### config.mk
export PLATFORM = sky130hd
export DESIGN_NAME = nec_ir_frame_decoder_top
export DESIGN_NICKNAME = d
export VERILOG_FILES = /design/src/design/necir_pkg.sv /design/src/design/nec_ir_frame_decoder_top.sv
export SDC_FILE = /design/constraint.sdc
export NUM_CORES = 1
export LEC_CHECK = 0
export CORE_ASPECT_RATIO = 1.2
export CORE_MARGIN = 5
export CORE_UTILIZATION = 23
export DETAILED_ROUTE_END_ITERATION = 10
export DONT_BUFFER_PORTS = 1
export GPL_TIMING_DRIVEN = 0
export PLACE_DENSITY = 0.35
export SYNTH_ARGS = -nofsm -noshare
export SYNTH_HDL_FRONTEND = slang
export SYNTH_SLANG_ARGS = --single-unit
### constraint.sdc
create_clock -name clk_i -period 3.2 [get_ports clk_i]
set_input_delay 0.48 -clock clk_i [delete_from_list [all_inputs] [get_ports clk_i]]
set_output_delay 0.48 -clock clk_i [all_outputs]
set_load 0.05 [all_outputs]
### src/design/necir_pkg.sv
`timescale 1ns / 1ps
// ----------------------------------------------------------------------------
// necir_pkg: shared constants and key map for the NEC IR frame decoder
// Pulse timing windows, status codes and the 21-entry command-to-key lookup.
// ----------------------------------------------------------------------------
package necir_pkg;

  localparam int unsigned FRAME_BYTES_DEFAULT = 4;

  localparam logic [1:0] STATUS_NONE  = 2'd0;
  localparam logic [1:0] STATUS_FRAME = 2'd1;
  localparam logic [1:0] STATUS_ERROR = 2'd2;

  localparam logic [15:0] LEAD_LOW_MIN  = 16'd23500;
  localparam logic [15:0] LEAD_LOW_MAX  = 16'd26265;
  localparam logic [15:0] LEAD_HIGH_MIN = 16'd11059;
  localparam logic [15:0] LEAD_HIGH_MAX = 16'd13824;
  localparam logic [15:0] BIT_LOW_MIN   = 16'd940;
  localparam logic [15:0] BIT_LOW_MAX   = 16'd2156;
  localparam logic [15:0] ZERO_HIGH_MIN = 16'd941;
  localparam logic [15:0] ZERO_HIGH_MAX = 16'd2155;
  localparam logic [15:0] ONE_HIGH_MIN  = 16'd4037;
  localparam logic [15:0] ONE_HIGH_MAX  = 16'd5252;

  localparam int unsigned KEY_ENTRIES = 21;

  localparam logic [7:0] KEY_CMD [KEY_ENTRIES] = '{
    8'h45, 8'h46, 8'h47, 8'h44, 8'h40, 8'h43, 8'h07,
    8'h15, 8'h09, 8'h16, 8'h19, 8'h0D, 8'h0C, 8'h18,
    8'h5E, 8'h08, 8'h1C, 8'h5A, 8'h42, 8'h52, 8'h4A
  };

  localparam logic [7:0] KEY_VAL [KEY_ENTRIES] = '{
    8'h00, 8'h00, 8'h1B, 8'h00, 8'h25, 8'h27, 8'h00,
    8'h28, 8'h26, 8'h30, 8'h1B, 8'h0D, 8'h31, 8'h32,
    8'h33, 8'h34, 8'h35, 8'h36, 8'h37, 8'h38, 8'h39
  };

  typedef struct packed {
    logic       found;
    logic [7:0] value;
  } key_hit_t;

  function automatic logic in_window(input logic [15:0] v, input logic [15:0] lo,
                                     input logic [15:0] hi);
    return (v >= lo) && (v <= hi);
  endfunction

  function automatic key_hit_t key_lookup(input logic [7:0] cmd);
    key_hit_t r;
    r = '0;
    for (int k = 0; k < KEY_ENTRIES; k++) begin
      if (!r.found && (KEY_CMD[k] == cmd)) begin
        r.found = 1'b1;
        r.value = KEY_VAL[k];
      end
    end
    return r;
  endfunction

endpackage

### src/design/nec_ir_frame_decoder_top.sv
`timescale 1ns / 1ps
// ----------------------------------------------------------------------------
// nec_ir_frame_decoder_top: NEC infrared frame decoder
// Checks leader and bit pulse windows, assembles the frame LSB first and
// reports the bytes with a key map lookup of the command byte.
// ----------------------------------------------------------------------------
//  channel | direction | handshake              | payload
//  --------+-----------+------------------------+-------------------------------
//  in      | input     | in_valid_i/in_ready_o  | level_i, duration_i
//  out     | output    | out_valid_o/out_ready_i| status_o, address_o,
//          |           |                        | address_inv_o, command_o,
//          |           |                        | command_inv_o, key_found_o,
//          |           |                        | key_value_o
//
// Each pulse transaction yields one result transaction: it passes through
// the input register, then the result register. One pulse per cycle is
// sustained while out_ready_i is high; the decode logic sits between the two.
// Reset clears the decode state to idle and both stages to empty.
// A stalled output holds the result register; an empty input register still
// takes one more transaction before in_ready_o drops.
// ----------------------------------------------------------------------------
module nec_ir_frame_decoder_top #(
  parameter int unsigned FRAME_BYTES = necir_pkg::FRAME_BYTES_DEFAULT
) (
  input  logic        clk_i,
  input  logic        rst_ni,
  input  logic        in_valid_i,
  output logic        in_ready_o,
  input  logic        level_i,
  input  logic [15:0] duration_i,
  output logic        out_valid_o,
  input  logic        out_ready_i,
  output logic [1:0]  status_o,
  output logic [7:0]  address_o,
  output logic [7:0]  address_inv_o,
  output logic [7:0]  command_o,
  output logic [7:0]  command_inv_o,
  output logic        key_found_o,
  output logic [7:0]  key_value_o
);

  localparam int unsigned FrameBits = FRAME_BYTES * 8;
  localparam int unsigned IdxW      = $clog2(FrameBits);

  localparam logic [1:0] PH_IDLE      = 2'd0;
  localparam logic [1:0] PH_LEAD_HIGH = 2'd1;
  localparam logic [1:0] PH_BIT_LOW   = 2'd2;
  localparam logic [1:0] PH_BIT_HIGH  = 2'd3;

  logic                 in_valid_q;
  logic                 level_q;
  logic [15:0]          duration_q;
  logic                 advance;

  logic [1:0]           phase_q, phase_d;
  logic [IdxW-1:0]      idx_q, idx_d;
  logic [FrameBits-1:0] shift_q, shift_d;

  logic [FrameBits-1:0] shift_set;
  logic [31:0]          frame_word;
  logic [IdxW:0]        idx_next;
  logic                 is_zero, is_one;
  necir_pkg::key_hit_t  key_hit;

  logic [1:0]           status_d;
  logic [31:0]          bytes_d;
  logic                 found_d;
  logic [7:0]           value_d;

  logic                 out_valid_q;
  logic [1:0]           status_q;
  logic [31:0]          bytes_q;
  logic                 found_q;
  logic [7:0]           value_q;

  assign advance    = in_valid_q && (!out_valid_q || out_ready_i);
  assign in_ready_o = !in_valid_q || advance;

  // input register
  always_ff @(posedge clk_i or negedge rst_ni) begin
    if (!rst_ni) begin
      in_valid_q <= 1'b0;
    end else if (in_ready_o) begin
      in_valid_q <= in_valid_i;
    end
  end

  always_ff @(posedge clk_i) begin
    if (in_valid_i && in_ready_o) begin
      level_q    <= level_i;
      duration_q <= duration_i;
    end
  end

  // decode
  always_comb begin
    shift_set = shift_q;
    shift_set[idx_q] = is_one;
  end

  assign is_zero    = necir_pkg::in_window(duration_q, necir_pkg::ZERO_HIGH_MIN,
                                           necir_pkg::ZERO_HIGH_MAX);
  assign is_one     = necir_pkg::in_window(duration_q, necir_pkg::ONE_HIGH_MIN,
                                           necir_pkg::ONE_HIGH_MAX);
  assign idx_next   = {1'b0, idx_q} + {{IdxW{1'b0}}, 1'b1};
  assign frame_word = 32'(shift_set);
  assign key_hit    = necir_pkg::key_lookup(frame_word[23:16]);

  always_comb begin
    phase_d  = phase_q;
    idx_d    = idx_q;
    shift_d  = shift_q;
    status_d = necir_pkg::STATUS_NONE;
    bytes_d  = '0;
    found_d  = 1'b0;
    value_d  = '0;
    unique case (phase_q)
      PH_IDLE: begin
        if (!level_q) begin
          if (necir_pkg::in_window(duration_q, necir_pkg::LEAD_LOW_MIN,
                                   necir_pkg::LEAD_LOW_MAX)) begin
            phase_d = PH_LEAD_HIGH;
          end else begin
            status_d = necir_pkg::STATUS_ERROR;
            idx_d    = '0;
            shift_d  = '0;
          end
        end
      end
      PH_LEAD_HIGH: begin
        if (level_q && necir_pkg::in_window(duration_q, necir_pkg::LEAD_HIGH_MIN,
                                            necir_pkg::LEAD_HIGH_MAX)) begin
          phase_d = PH_BIT_LOW;
          idx_d   = '0;
          shift_d = '0;
        end else begin
          status_d = necir_pkg::STATUS_ERROR;
          phase_d  = PH_IDLE;
          idx_d    = '0;
          shift_d  = '0;
        end
      end
      PH_BIT_LOW: begin
        if (!level_q && necir_pkg::in_window(duration_q, necir_pkg::BIT_LOW_MIN,
                                             necir_pkg::BIT_LOW_MAX)) begin
          phase_d = PH_BIT_HIGH;
        end else begin
          status_d = necir_pkg::STATUS_ERROR;
          phase_d  = PH_IDLE;
          idx_d    = '0;
          shift_d  = '0;
        end
      end
      PH_BIT_HIGH: begin
        priority if (level_q && (is_zero || is_one)) begin
          if (idx_next == (IdxW+1)'(FrameBits)) begin
            status_d = necir_pkg::STATUS_FRAME;
            bytes_d  = frame_word;
            found_d  = key_hit.found;
            value_d  = key_hit.value;
            phase_d  = PH_IDLE;
            idx_d    = '0;
            shift_d  = '0;
          end else begin
            phase_d = PH_BIT_LOW;
            idx_d   = idx_next[IdxW-1:0];
            shift_d = shift_set;
          end
        end else begin
          status_d = necir_pkg::STATUS_ERROR;
          phase_d  = PH_IDLE;
          idx_d    = '0;
          shift_d  = '0;
        end
      end
      default: begin
        phase_d = PH_IDLE;
      end
    endcase
  end

  // decode state
  always_ff @(posedge clk_i or negedge rst_ni) begin
    if (!rst_ni) begin
      phase_q <= PH_IDLE;
      idx_q   <= '0;
      shift_q <= '0;
    end else if (advance) begin
      phase_q <= phase_d;
      idx_q   <= idx_d;
      shift_q <= shift_d;
    end
  end

  // result register
  always_ff @(posedge clk_i or negedge rst_ni) begin
    if (!rst_ni) begin
      out_valid_q <= 1'b0;
    end else if (advance) begin
      out_valid_q <= 1'b1;
    end else if (out_ready_i) begin
      out_valid_q <= 1'b0;
    end
  end

  always_ff @(posedge clk_i) begin
    if (advance) begin
      status_q <= status_d;
      bytes_q  <= bytes_d;
      found_q  <= found_d;
      value_q  <= value_d;
    end
  end

  assign out_valid_o   = out_valid_q;
  assign status_o      = status_q;
  assign address_o     = bytes_q[7:0];
  assign address_inv_o = bytes_q[15:8];
  assign command_o     = bytes_q[23:16];
  assign command_inv_o = bytes_q[31:24];
  assign key_found_o   = found_q;
  assign key_value_o   = value_q;

endmodule

-- Word-level counts from Yosys, hierarchy flattened
Index checks and enable logic that the tools add are counted.
W data, S select, Z words.
- ROM bits: 0
- bits in latches: 0
- memories kept: 0
- input bits: 21
- word-level logic and storage cells: 174
- bits in writable memories: 0
- register bits after elaboration: 101
- divide/modulo/power cells: 0
- add/sub/neg operators: 1
- shifts and indexed selects: 0
- reduce and logical (&&, ||, !) cells: 64
- order comparisons: 12
- multiply operators: 0
- eq/ne operators: 29
- multiplexer cells: 52
- bitwise gates (word level): 3
- operator list (operator ; number):
    $mux W9 ; 21
    $mux W32 ; 5
    $pmux W32 S4 ; 1
    $eq A7 B8 Y1 const A ; 11
    $eq A5 B8 Y1 const A ; 5
    $bwmux W32 ; 1
    $eq A4 B8 Y1 const A ; 4
    $ge A16 B10 Y1 const B ; 2
    $le A16 B12 Y1 const B ; 2
    $logic_and A1 B1 Y1 ; 31
    $mux W5 ; 5
    $logic_not A1 Y1 ; 23
    $reduce_or A23 Y1 ; 1
    $mux W2 ; 11
    $pmux W5 S4 ; 1
    $ge A16 B12 Y1 const B ; 1
    $ge A16 B14 Y1 const B ; 1
    $ge A16 B15 Y1 const B ; 1
    $le A16 B13 Y1 const B ; 1
    $le A16 B14 Y1 const B ; 1
    $le A16 B15 Y1 const B ; 1
    $pmux W2 S4 ; 2
    $eq A3 B8 Y1 const A ; 1
    $ne A2 B2 Y1 const B ; 4
    other kinds (15) ; 24

-- Logic depth before layout (Yosys ltp)
Gate-level depths: netlist of the first run.
- depth after elaboration: 67
- mapped depth: 11
- depth with buffers taken out: 10

-- Worst setup path before layout of the first run
OpenSTA, ideal clock, no wires.
- kind: flip-flop to flip-flop
- from: register out_valid_q (netlist: out_valid_o)
- to: register shift_q[1]
- setup slack: -0.044 ns
- arrival: 3.140 ns
- stages on the path, launching flop included: 9
- period minus slack after synthesis: 3.244 ns
- required time: 3.097 ns
- cells stage by stage: dfrtp_1 -> nand2b_1 -> and2_1 -> o311ai_1 -> a21o_1 -> or4_1 -> buf_2 -> buf_6 -> o41ai_2
- cells in the longest elaborated chain, start to end: 4
- ends and longest elaborated chain (item ; line ; RTL):
    start, declared ; nec_ir_frame_decoder_top.sv:70 ; logic out_valid_q;
    start signal, assigned ; nec_ir_frame_decoder_top.sv:198 ; out_valid_q <= 1'b0;
    start signal, assigned ; nec_ir_frame_decoder_top.sv:200 ; out_valid_q <= 1'b1;
    start signal, assigned ; nec_ir_frame_decoder_top.sv:202 ; out_valid_q <= 1'b0;
    $logic_not A1 Y1 ; nec_ir_frame_decoder_top.sv:76 ; assign advance = in_valid_q && (!out_valid_q || out_ready_i);
    $logic_or A1 B1 Y1 ; nec_ir_frame_decoder_top.sv:76 ;
    $logic_and A1 B1 Y1 ; nec_ir_frame_decoder_top.sv:76 ;
    net advance ; nec_ir_frame_decoder_top.sv:53 ; logic advance;
    $reduce_and A4 Y1 (no line) ; - ;
    end signal, assigned ; nec_ir_frame_decoder_top.sv:191 ; shift_q <= shift_d;
    end, declared ; nec_ir_frame_decoder_top.sv:57 ; logic [FrameBits-1:0] shift_q, shift_d;
The timed path passes the listed nets, and every way through them passes these cells.
A chain may end at the register's enable or synchronous reset.

-- Worst setup path in the final report of the first run
- from: register duration_q[6]
- to: register shift_q[29]
- cells in the longest elaborated chain, start to end: 6
- ends and longest elaborated chain (item ; line ; RTL):
    start, declared ; nec_ir_frame_decoder_top.sv:52 ; logic [15:0] duration_q;
    start signal, assigned ; nec_ir_frame_decoder_top.sv:91 ; duration_q <= duration_i;
    $ge A16 B12 Y1, or another cell as far along ; necir_pkg.sv:46 ; return (v >= lo) && (v <= hi);
    $logic_and A1 B1 Y1 ; necir_pkg.sv:46 ;
    $bwmux W32 or $logic_or A1 B1 Y1 (tied branches) ; nec_ir_frame_decoder_top.sv:98, nec_ir_frame_decoder_top.sv:155 ;
    $mux W32 or $logic_and A1 B1 Y1 (tied branches) ; nec_ir_frame_decoder_top.sv:156, nec_ir_frame_decoder_top.sv:155 ;
    $mux W32 ; nec_ir_frame_decoder_top.sv:155 ; priority if (level_q && (is_zero || is_one)) begin
    $pmux W32 S4 ; nec_ir_frame_decoder_top.sv:117 ; unique case (phase_q)
Parallel ways exist; a longest one is shown, timed or not.

==> results of run 1 <==
power breakdown:
part           internal, W  switching (W)  total, W  leakage [nW]
sequential         0.00141       0.000148   0.00156          1.13
clock             0.000542       0.000520   0.00106         0.133
combinational    0.0000925       0.000223  0.000316         0.911
total              0.00205       0.000891   0.00294          2.17
cells in the final DEF (no fill, tap or decap), types with 7 or more instances in the layout:
| cell | n |
|---|---|
| inv_1 | 29 |
| nor2_1 | 76 |
| o22ai_1 | 24 |
| clkbuf_1 | 20 |
| nor2b_1 | 7 |
| dfrtp_1 | 40 |
| a21oi_1 | 64 |
| o21ai_1 | 8 |
| a31oi_1 | 8 |
| nor3_1 | 18 |
| o21ai_0 | 31 |
| nand3_1 | 14 |
| buf_2 | 14 |
| and2_1 | 7 |
| edfxtp_1 | 58 |
| nand2_1 | 37 |
| clkbuf_16 | 9 |
| clkbuf_2 | 8 |
| nand2b_1 | 12 |
cells by family after synthesis:
kind of cell / Yosys count
AO/OA/AOI/OAI: 205
adder cells (fa/ha/maj): 4
buffers and inverters: 77
flip-flops: 98
multiplexers: 2
other: 1
AND/OR/NAND/NOR: 222
path summary, 6_finish.rpt:
check | from | endpoint | slack, ns | depth (start not counted)
setup / recovery | duration_q[6] | shift_q[29] | 0.16 | 9
hold reg to reg | in_valid_q | out_valid_o | 0.50 | 1
max in group asynchronous | rst_ni | phase_q[0] | 2.34 | 2
min in group asynchronous | rst_ni | shift_q[10] | 0.63 | 2
hold / removal | duration_i[0] | duration_q[0] | 0.22 | 0
setup reg to reg | duration_q[6] | shift_q[29] | 0.16 | 9
registers in the layout (all words and copies together), names as in the netlist:
| signal | count |
|---|---|
| key_found_o | 1 |
| out_valid_o | 1 |
| duration_q | 16 |
| status_o | 2 |
| idx_q | 5 |
| in_valid_q | 1 |
| level_q | 1 |
| phase_q | 2 |
| bytes_q | 32 |
| shift_q | 31 |
| key_value_o | 6 |
area by class of cell:
cell class / count / area [sq um] / area share
repair buffers: 4 / 52.55 / 0.008046
clock buffers: 11 / 232.7 / 0.03563
plain buffers: 48 / 230.2 / 0.03525
multi-input cells: 435 / 2719 / 0.4163
well taps: 320 / 400.4 / 0.06130
clock inverters: 5 / 45.04 / 0.006897
flip-flops and latches: 98 / 2743 / 0.4199
inverters: 29 / 108.9 / 0.01667
stage by stage:
stage                     power [W]  utilization
after floorplan            0.001797            -
after global placement     0.001883       0.2511
after detailed placement   0.001885       0.2511
after CTS                  0.002986       0.2666
after global routing       0.003069       0.2725
final                      0.002939       0.2725
layer usage:
metal  global-route usage  vias to the layer above  routed length, microns
met3              0.02728                       15                     737
li1                     -                     2300                       -
met4              0.03672                        0                     238
met5                    0                        -                       0
met1               0.1651                     2266                    8143
met2               0.1949                      116                    7984
repair_timing:
| item | 4_1_cts | 5_1_grt |
|---|---|---|
| pin swaps | 0 | 4 |
| hold buffers | 2 | 0 |
| endpoints found under the hold margin | 40 | 0 |
| gates resized for setup | 12 | 35 |
| setup buffers | 0 | 2 |
| setup endpoints to repair | 37 | 45 |
==> run summary, run 1 <==
status - complete, no violations
crit path kind - register to register
port buffer count - 0
I/O pins - 66
clock buffer depth - 2
Crit path largest cell delay - 0.60 ns
mux contribution to synthesized area - 0.003567
layout cells sized above 1 - 0.1286
Hold Slack - 0.2195 ns
Synth async-reset ratio - 0.4082
Static Leak - 2.172 nW
Setup TNS Final - 0 ns
most used flip-flop cell after synthesis - edfxtp_1
Adder-Cell Fraction of Synth Area - 0.008917
peak supply drop - 0.0002669 V
fin cells - 950
total iterations of the first detailed-routing run - 5
Synth area leaders - edfxtp_1, dfrtp_1, a21oi_1
total number of vias - 4697
largest family of logic cells by synthesized area - compound AO/OA/AOI/OAI gates
RSZ-0062 raised after global routing - false
Syn Inst Count - 609
Tcrit/Tclk final - 0.9495
initial antenna violation count - 0
Rows - 62
DRC errors left - 0
max-slew violation count - 0
Yosys top cell by area - edfxtp_1
pwr/cell area - 449.9 mW/mm^2
highest clock rate - 329.1 MHz
Mapped Avg Cell Area - 9.217 sq um
Top cell by count, worst path - buf_2
top-count cell post-synth - nor2_1
worst-path fanout max - 9
Post-Route WL - 17.10 mm
Final Hold Fails - 0
CTS clk-pin slew, worst paths - 0.08 ns
die area - 0.02764 sq mm
Layout fillers - 2549
XOR/XNOR Fraction of Synth Area - 0
H-tree levels - 3
Slew Limit Headroom - 0.5072
CTS Sinks - 98
placer congestion estimate - 0.8234
CTS buffer count - 9
Nets - 650
pre-CTS WS - -0.5176 ns
final setup margin - 0.1615 ns
Buf+Inv Stages, Crit Path - 2
Final Critical Period - 3.039 ns
DP Wirelength - 12.36 mm
effective utilization at floorplan - 0.2342
Synth top area share - 0.3103
Setup crit start kind - register
Clock Skews - 0.01458 ns
CP top delay family - simple AND/OR/NAND/NOR gates
CP cell instances - nor2_1 > or4b_2 > nor4_1 > o21bai_1 > a21o_1 > or4_1 > buf_2 > buf_2 > o22ai_1
number of diodes - 0
Yosys cell types - 69
DP Area - 0.006018 sq mm
worst hold path class - input pin to register
die span in x - 152.6 microns
Max Cap Viol - 0
CP required - 3.43 ns
Setup crit end kind - register
CTS Root Cell - clkbuf_16
CTS tree - built
Detailed Route Iter0 Violations - 409
Seq cells post-synth - 98
number of global-route vias before repair - 4739
drt wl/cell - 18.00 microns
DIE HEIGHT - 181.1 microns
area added between synthesis and finish - 16.36%
dpl cells - 930
core footprint - 0.02397 sq mm
most frequent cells after synthesis - nor2_1, a21oi_1, edfxtp_1, dfrtp_1, nand2_1
Worst Tran Pin Value - 0.7358 ns
Simple-Gate Fraction of Synth Area - 0.2024
Global Route Usage Sum - 0.1219
# setup viols final - 0
DR vias/cell - 4.944
Compound-Gate Fraction of Synth Area - 0.2381
post-route ant nets - 0
later-pin clock latency in the skew report - 0.35 ns
first-pass GRT wire length - 27.12 mm
Crit path arrival time - 3.27 ns
area of the mapped netlist - 0.005613 sq mm
Yosys warning total - 0
gr ovfl total - 0
register area share after synthesis - 0.4886
Post-synth EDFFs - 58
largest net degree at the start of global routing - 45
final instance area - 0.006531 sq mm
Critical Path Slowest Stage Cell - or4b_2
Power figures use the tool's default switching activity.
==> run 2, diff against run 1 <==
--- a/config.mk
+++ b/config.mk
@@ -7,11 +7,11 @@
 export LEC_CHECK = 0
 export CORE_ASPECT_RATIO = 1.2
 export CORE_MARGIN = 5
-export CORE_UTILIZATION = 23
+export CORE_UTILIZATION = 45
 export DETAILED_ROUTE_END_ITERATION = 10
 export DONT_BUFFER_PORTS = 1
 export GPL_TIMING_DRIVEN = 0
-export PLACE_DENSITY = 0.35
+export PLACE_DENSITY = 0.59
 export SYNTH_ARGS = -nofsm -noshare
 export SYNTH_HDL_FRONTEND = slang
 export SYNTH_SLANG_ARGS = --single-unit
==> run 2 against run 1 <==
- sequential cell count unchanged
- sequential power hardly changed
- routed wire length is 16% lower
- critical path type unchanged
- clock power about the same
- fmax down 2.1%
- clock skew down 0.0035 ns
- combinational power shrank 4%
- critical endpoint is now key_value_o[5]
- critical path depth rose by 1
==> run summary, run 2 (synthesized netlist as in run 1, its figures left out) <==
status - complete, no violations
Final Hold Fails - 0 (unchanged)
gr ovfl total - 0 (unchanged)
CTS tree - built
Setup crit start kind - register
clock buffer depth - 2 (unchanged)
Regs by FF count - bytes_q (32), shift_q (31), duration_q (16)
core footprint - 0.01217 sq mm (-49%)
post-route ant nets - 0 (unchanged)
Static Leak - 2.122 nW (-2.3%)
Final Core Density - 0.5172 (+0.2447)
layout cells sized above 1 - 0.1208 (-0.007745)
CTS buffer count - 9 (unchanged)
Rows - 44 (-29%)
Layout fillers - 1130 (-56%)
number of diodes - 0 (unchanged)
met2 routed wirelength - 6.938 mm (-13%)
peak supply drop - 0.0003323 V (+25%)
Final Critical Period - 3.104 ns (+0.06578 ns)
total number of vias - 4829 (+2.8%)
RSZ-0062 raised after global routing - true
Post-Route WL - 14.45 mm (-16%)
effective utilization at floorplan - 0.4613 (+0.2272)
DRC errors left - 0 (unchanged)
DP Area - 0.005819 sq mm (-3.3%)
final instance area - 0.006292 sq mm (-3.7%)
top routing layer in use - met4
total iterations of the first detailed-routing run - 5 (unchanged)
Slew Limit Headroom - 0.5326 (+0.02544)
number of global-route vias before repair - 4693 (-0.97%)
Global Route Usage Sum - 0.1930 (+0.07112)
Crit path arrival time - 3.18 ns (-0.09 ns)
pwr/cell area - 469.7 mW/mm^2 (+4.4%)
highest clock rate - 322.1 MHz (-2.1%)
die span in x - 112.0 microns (-27%)
commonest non-fill, non-tap cell in the layout - nor2_1
DR vias/cell - 6.113 (+24%)
CTS Sinks - 98 (unchanged)
CP required - 3.28 ns (-0.15 ns)
Nets - 649 (-0.15%)
die area - 0.01482 sq mm (-46%)
Multi-input gate area - 0.002673 sq mm (-1.7%)
total power draw - 0.002956 W (+0.58%)
port buffer count - 0 (unchanged)
CTS Root Cell - clkbuf_16
Detailed Route Iter0 Violations - 274 (-33%)
most frequent cells in the layout - nor2_1, a21oi_1, edfxtp_1
worst-path fanout max - 10 (+1)
placer congestion estimate - 0.9103 (+11%)
met3 wire len - 771 microns (+4.6%)
# setup viols final - 0 (unchanged)
Max Cap Viol - 0 (unchanged)
Most flops, register - bytes_q
max FFs per register - 32 (unchanged)
I/O pins - 66 (unchanged)
first-pass GRT wire length - 23.54 mm (-13%)
worst hold path class - input pin to register
area added between synthesis and finish - 12.10%
Setup crit end kind - register
DIE HEIGHT - 132.3 microns (-27%)
wire length on met1 - 6.423 mm (-21%)
Clock Skews - 0.01110 ns (-0.003476 ns)
Worst Tran Pin Value - 0.7011 ns (-0.03472 ns)
drt wl/cell - 18.29 microns (+1.6%)
later-pin clock latency in the skew report - 0.36 ns (about the same)
max-slew violation count - 0 (unchanged)
CTS clk-pin slew, worst paths - 0.07 ns (about the same)
DP Wirelength - 10.15 mm (-18%)
Tcrit/Tclk final - 0.9701 (+0.02056)
H-tree levels - 3 (unchanged)
largest net degree at the start of global routing - 45 (unchanged)
crit path kind - register to register
register area - 0.002743 sq mm (unchanged)
initial antenna violation count - 0 (unchanged)
-- run 2: layer usage --
| layer | track usage | vias up |
|---|---|---|
| li1 | - | 2308 |
| met1 | 0.2596 | 2329 |
| met2 | 0.3107 | 165 |
| met3 | 0.03214 | 27 |
| met4 | 0.07882 | 0 |
| met5 | 0 | - |
-- run 2: metrics by stage --
stage	std cells	hold WS, ns	worst slack [ns]	setup TNS [ns]
2_1_floorplan	610	0.1844	0.4000	0
3_3_place_gp	771	0.1861	-0.2383	-0.8097
3_5_place_dp	771	0.1862	-0.2492	-1.643
4_1_cts	789	0.2156	0.01548	0
5_1_grt	790	0.2096	-0.06552	-0.1919
6_report	790	0.2172	0.09567	0
-- run 2: critical path, cell delays in order, from the launching register on --
cell and delay [ns]:
edfxtp_1 0.36, buf_2 0.19, nor4_2 0.37, nand4_1 0.16
o211a_1 0.20, buf_2 0.22, o31ai_2 0.51, or3_1 0.23
o32ai_1 0.11, nor4_1 0.32, a31oi_1 0.14
-- run 2: report_power, final --
group	internal, W	total (W)	switching, W
Sequential	0.00141	0.00156	0.000147
Combinational	0.0000917	0.000303	0.000211
Clock	0.000598	0.00109	0.000494
Total	0.00210	0.00296	0.000853
-- run 2: path summary, 6_finish.rpt --
kind                                       end  cells after the start     startpoint  slack, ns
worst max register to register  key_value_o[5]                     10  duration_q[4]        0.1
worst min-delay path             duration_q[3]                      0  duration_i[3]       0.22
max in group asynchronous          shift_q[22]                      2         rst_ni       2.38
worst max-delay path            key_value_o[5]                     10  duration_q[4]        0.1
worst min register to register     out_valid_o                      1     in_valid_q       0.50
min in group asynchronous          shift_q[29]                      2         rst_ni       0.61
-- run 2: area by class of cell --
class,count,share of cell area
well taps,161,0.03201
clock buffers,11,0.04196
flip-flops and latches,98,0.4359
repair buffers,3,0.007158
plain buffers,48,0.03579
clock inverters,5,0.005170
multi-input cells,435,0.4247
inverters,29,0.01730
-- run 2: repair_timing --
action,4_1_cts,5_1_grt
setup endpoints to repair,34,14
setup buffers,0,1
pin swaps,0,3
gates resized for setup,4,35
hold buffers,2,0
endpoints found under the hold margin,40,0
==> run 3, diff against run 2 <==
--- a/config.mk
+++ b/config.mk
@@ -7,11 +7,11 @@
 export LEC_CHECK = 0
 export CORE_ASPECT_RATIO = 1.2
 export CORE_MARGIN = 5
-export CORE_UTILIZATION = 45
+export CORE_UTILIZATION = 40
 export DETAILED_ROUTE_END_ITERATION = 10
 export DONT_BUFFER_PORTS = 1
 export GPL_TIMING_DRIVEN = 0
-export PLACE_DENSITY = 0.59
+export PLACE_DENSITY = 0.53
 export SYNTH_ARGS = -nofsm -noshare
 export SYNTH_HDL_FRONTEND = slang
 export SYNTH_SLANG_ARGS = --single-unit
==> run 3 against run 2 <==
- clock power about the same
- die area rose by 11%
- sequential power hardly changed
- critical path type unchanged
- critical path depth stayed put
- clock-buffer cell count fell by 1
==> run summary, run 3 (synthesized netlist as in run 1, its figures left out) <==
Max Cap Viol - 0 (unchanged)
Regs by FF count - bytes_q (32), shift_q (31), duration_q (16)
max-slew violation count - 0 (unchanged)
CTS Sinks - 98 (unchanged)
core footprint - 0.01376 sq mm (+13%)
post-route ant nets - 0 (unchanged)
FF-to-FF setup slack - 0.10 ns (about the same)
Nets - 649 (unchanged)
total iterations of the first detailed-routing run - 5 (unchanged)
Buf+Inv Stages, Crit Path - 2 (unchanged)
Global Route Usage Sum - 0.1795 (-0.01349)
Crit path largest cell delay - 0.41 ns (-0.10 ns)
Slew Limit Headroom - 0.5487 (+0.01603)
Tcrit/Tclk final - 0.9687 (-0.001408)
Int Power - 0.002112 W (+0.40%)
later-pin clock latency in the skew report - 0.36 ns (about the same)
pwr/cell area - 472.9 mW/mm^2 (+0.68%)
largest net degree at the start of global routing - 45 (unchanged)
clock share of power - 0.371 (about the same)
Final Hold Fails - 0 (unchanged)
DP Wirelength - 10.58 mm (+4.3%)
Most flops, register - bytes_q
port buffer count - 0 (unchanged)
Reg power frac - 0.526 (-0.002)
CP top delay family - compound AO/OA/AOI/OAI gates
effective utilization at floorplan - 0.4079 (-0.05344)
DR vias/cell - 5.976 (-2.2%)
Comb pwr share - 0.103 (about the same)
drt wl/cell - 18.91 microns (+3.4%)
I/O pins - 66 (unchanged)
Rows - 47 (+6.8%)
status - complete, no violations
first-pass GRT wire length - 24.15 mm (+2.6%)
Static Leak - 2.106 nW (-0.75%)
Setup crit end kind - register
CTS clk-pin slew, worst paths - 0.07 ns (about the same)
DIE HEIGHT - 139.8 microns (+5.6%)
clock buffer depth - 2 (unchanged)
# setup viols final - 0 (unchanged)
Hold Slack - 0.2267 ns (+0.009482 ns)
Setup crit start kind - register
max FFs per register - 32 (unchanged)
area added between synthesis and finish - 11.79%
Final Critical Period - 3.100 ns (-0.004505 ns)
Crit path arrival time - 3.17 ns (about the same)
highest clock rate - 322.6 MHz (+0.15%)
RSZ-0062 raised after global routing - true
crit path kind - register to register
CTS Root Cell - clkbuf_16
H-tree levels - 3 (unchanged)
initial antenna violation count - 0 (unchanged)
die area - 0.01651 sq mm (+11%)
Post-Route WL - 15.13 mm (+4.7%)
peak supply drop - 0.0002755 V (-17%)
CTS tree - built
worst hold path class - input pin to register
Worst Tran Pin Value - 0.6770 ns (-0.02405 ns)
placer congestion estimate - 0.9020 (-0.91%)
switching power - 0.0008558 W (+0.39%)
CP cell instances - buf_2 > nor4_1 > a21oi_1 > o211ai_1 > buf_2 > a311o_2 > nand3b_1 > o22ai_1 > nor4_1 > a31oi_1
CTS buffer count - 9 (unchanged)
number of diodes - 0 (unchanged)
Critical Path Slowest Stage Cell - nor4_1
commonest non-fill, non-tap cell in the layout - nor2_1
die span in x - 118.1 microns (+5.5%)
Detailed Route Iter0 Violations - 381 (+39%)
most frequent cells in the layout - nor2_1, a21oi_1, edfxtp_1
DRC errors left - 0 (unchanged)
number of global-route vias before repair - 4599 (-2.0%)
Clock Skews - 0.01658 ns (+0.005478 ns)
worst-path fanout max - 10 (unchanged)
gr ovfl total - 0 (unchanged)
total number of vias - 4781 (-0.99%)
sw frac - 0.2884 (about the same)
CP required - 3.27 ns (about the same)
Final Core Density - 0.4560 (-0.06118)
layout cells sized above 1 - 0.1129 (-0.007949)
[run 3: metal layers]
| layer | part of all wire | global-route usage |
|---|---|---|
| met1 | 0.45 | 0.2468 |
| met2 | 0.46 | 0.2699 |
| met3 | 0.059 | 0.03612 |
| met4 | 0.029 | 0.08816 |
| met5 | 0 | 0 |
[run 3: layout make-up]
class                   count  area [sq um]
fillers                  1342          7486
plain buffers              48         222.7
inverters                  29         108.9
clock buffers              10         229.0
multi-input cells         435          2649
repair buffers              3         45.04
well taps                 171         214.0
clock inverters             6         63.81
flip-flops and latches     98          2743
[run 3: worst paths after layout]
path                                startpoint              to  cells after the start
worst max-delay path             duration_q[8]  key_value_o[4]                     10
worst min-delay path            duration_i[14]  duration_q[14]                      0
worst max register to register   duration_q[8]  key_value_o[4]                     10
worst min register to register      in_valid_q     out_valid_o                      1
max in group asynchronous               rst_ni     shift_q[22]                      2
min in group asynchronous               rst_ni      shift_q[3]                      2
[run 3: power groups by stage]
stage | clock [W] | sequential, W | combinational [W]
detailed placement | 0 | 0.00159 | 0.000281
global placement | 0 | 0.00159 | 0.000278
CTS | 0.00112 | 0.00156 | 0.000302
global route | 0.00117 | 0.00157 | 0.000341
floorplan | 0 | 0.00158 | 0.000219
finish | 0.00110 | 0.00156 | 0.000305
[run 3: through the flow]
stage	total power, W	setup WS, ns	area (sq um)	setup TNS [ns]	instances
6_report	0.002967	0.1002	6275	0	800
5_1_grt	0.003080	-0.07299	6275	-0.3241	800
4_1_cts	0.002984	0.02627	6196	0	799
3_5_place_dp	0.001871	-0.3181	5832	-2.077	781
3_3_place_gp	0.001866	-0.4422	5832	-1.679	781
2_1_floorplan	0.001797	0.4000	5618	0	610
[run 3: what timing repair did]
item	4_1_cts	5_1_grt
setup buffers	0	1
resized for setup	8	24
endpoints found under the setup margin	37	24
pin swaps	0	1
hold buffers	2	0
endpoints found under the hold margin	40	0
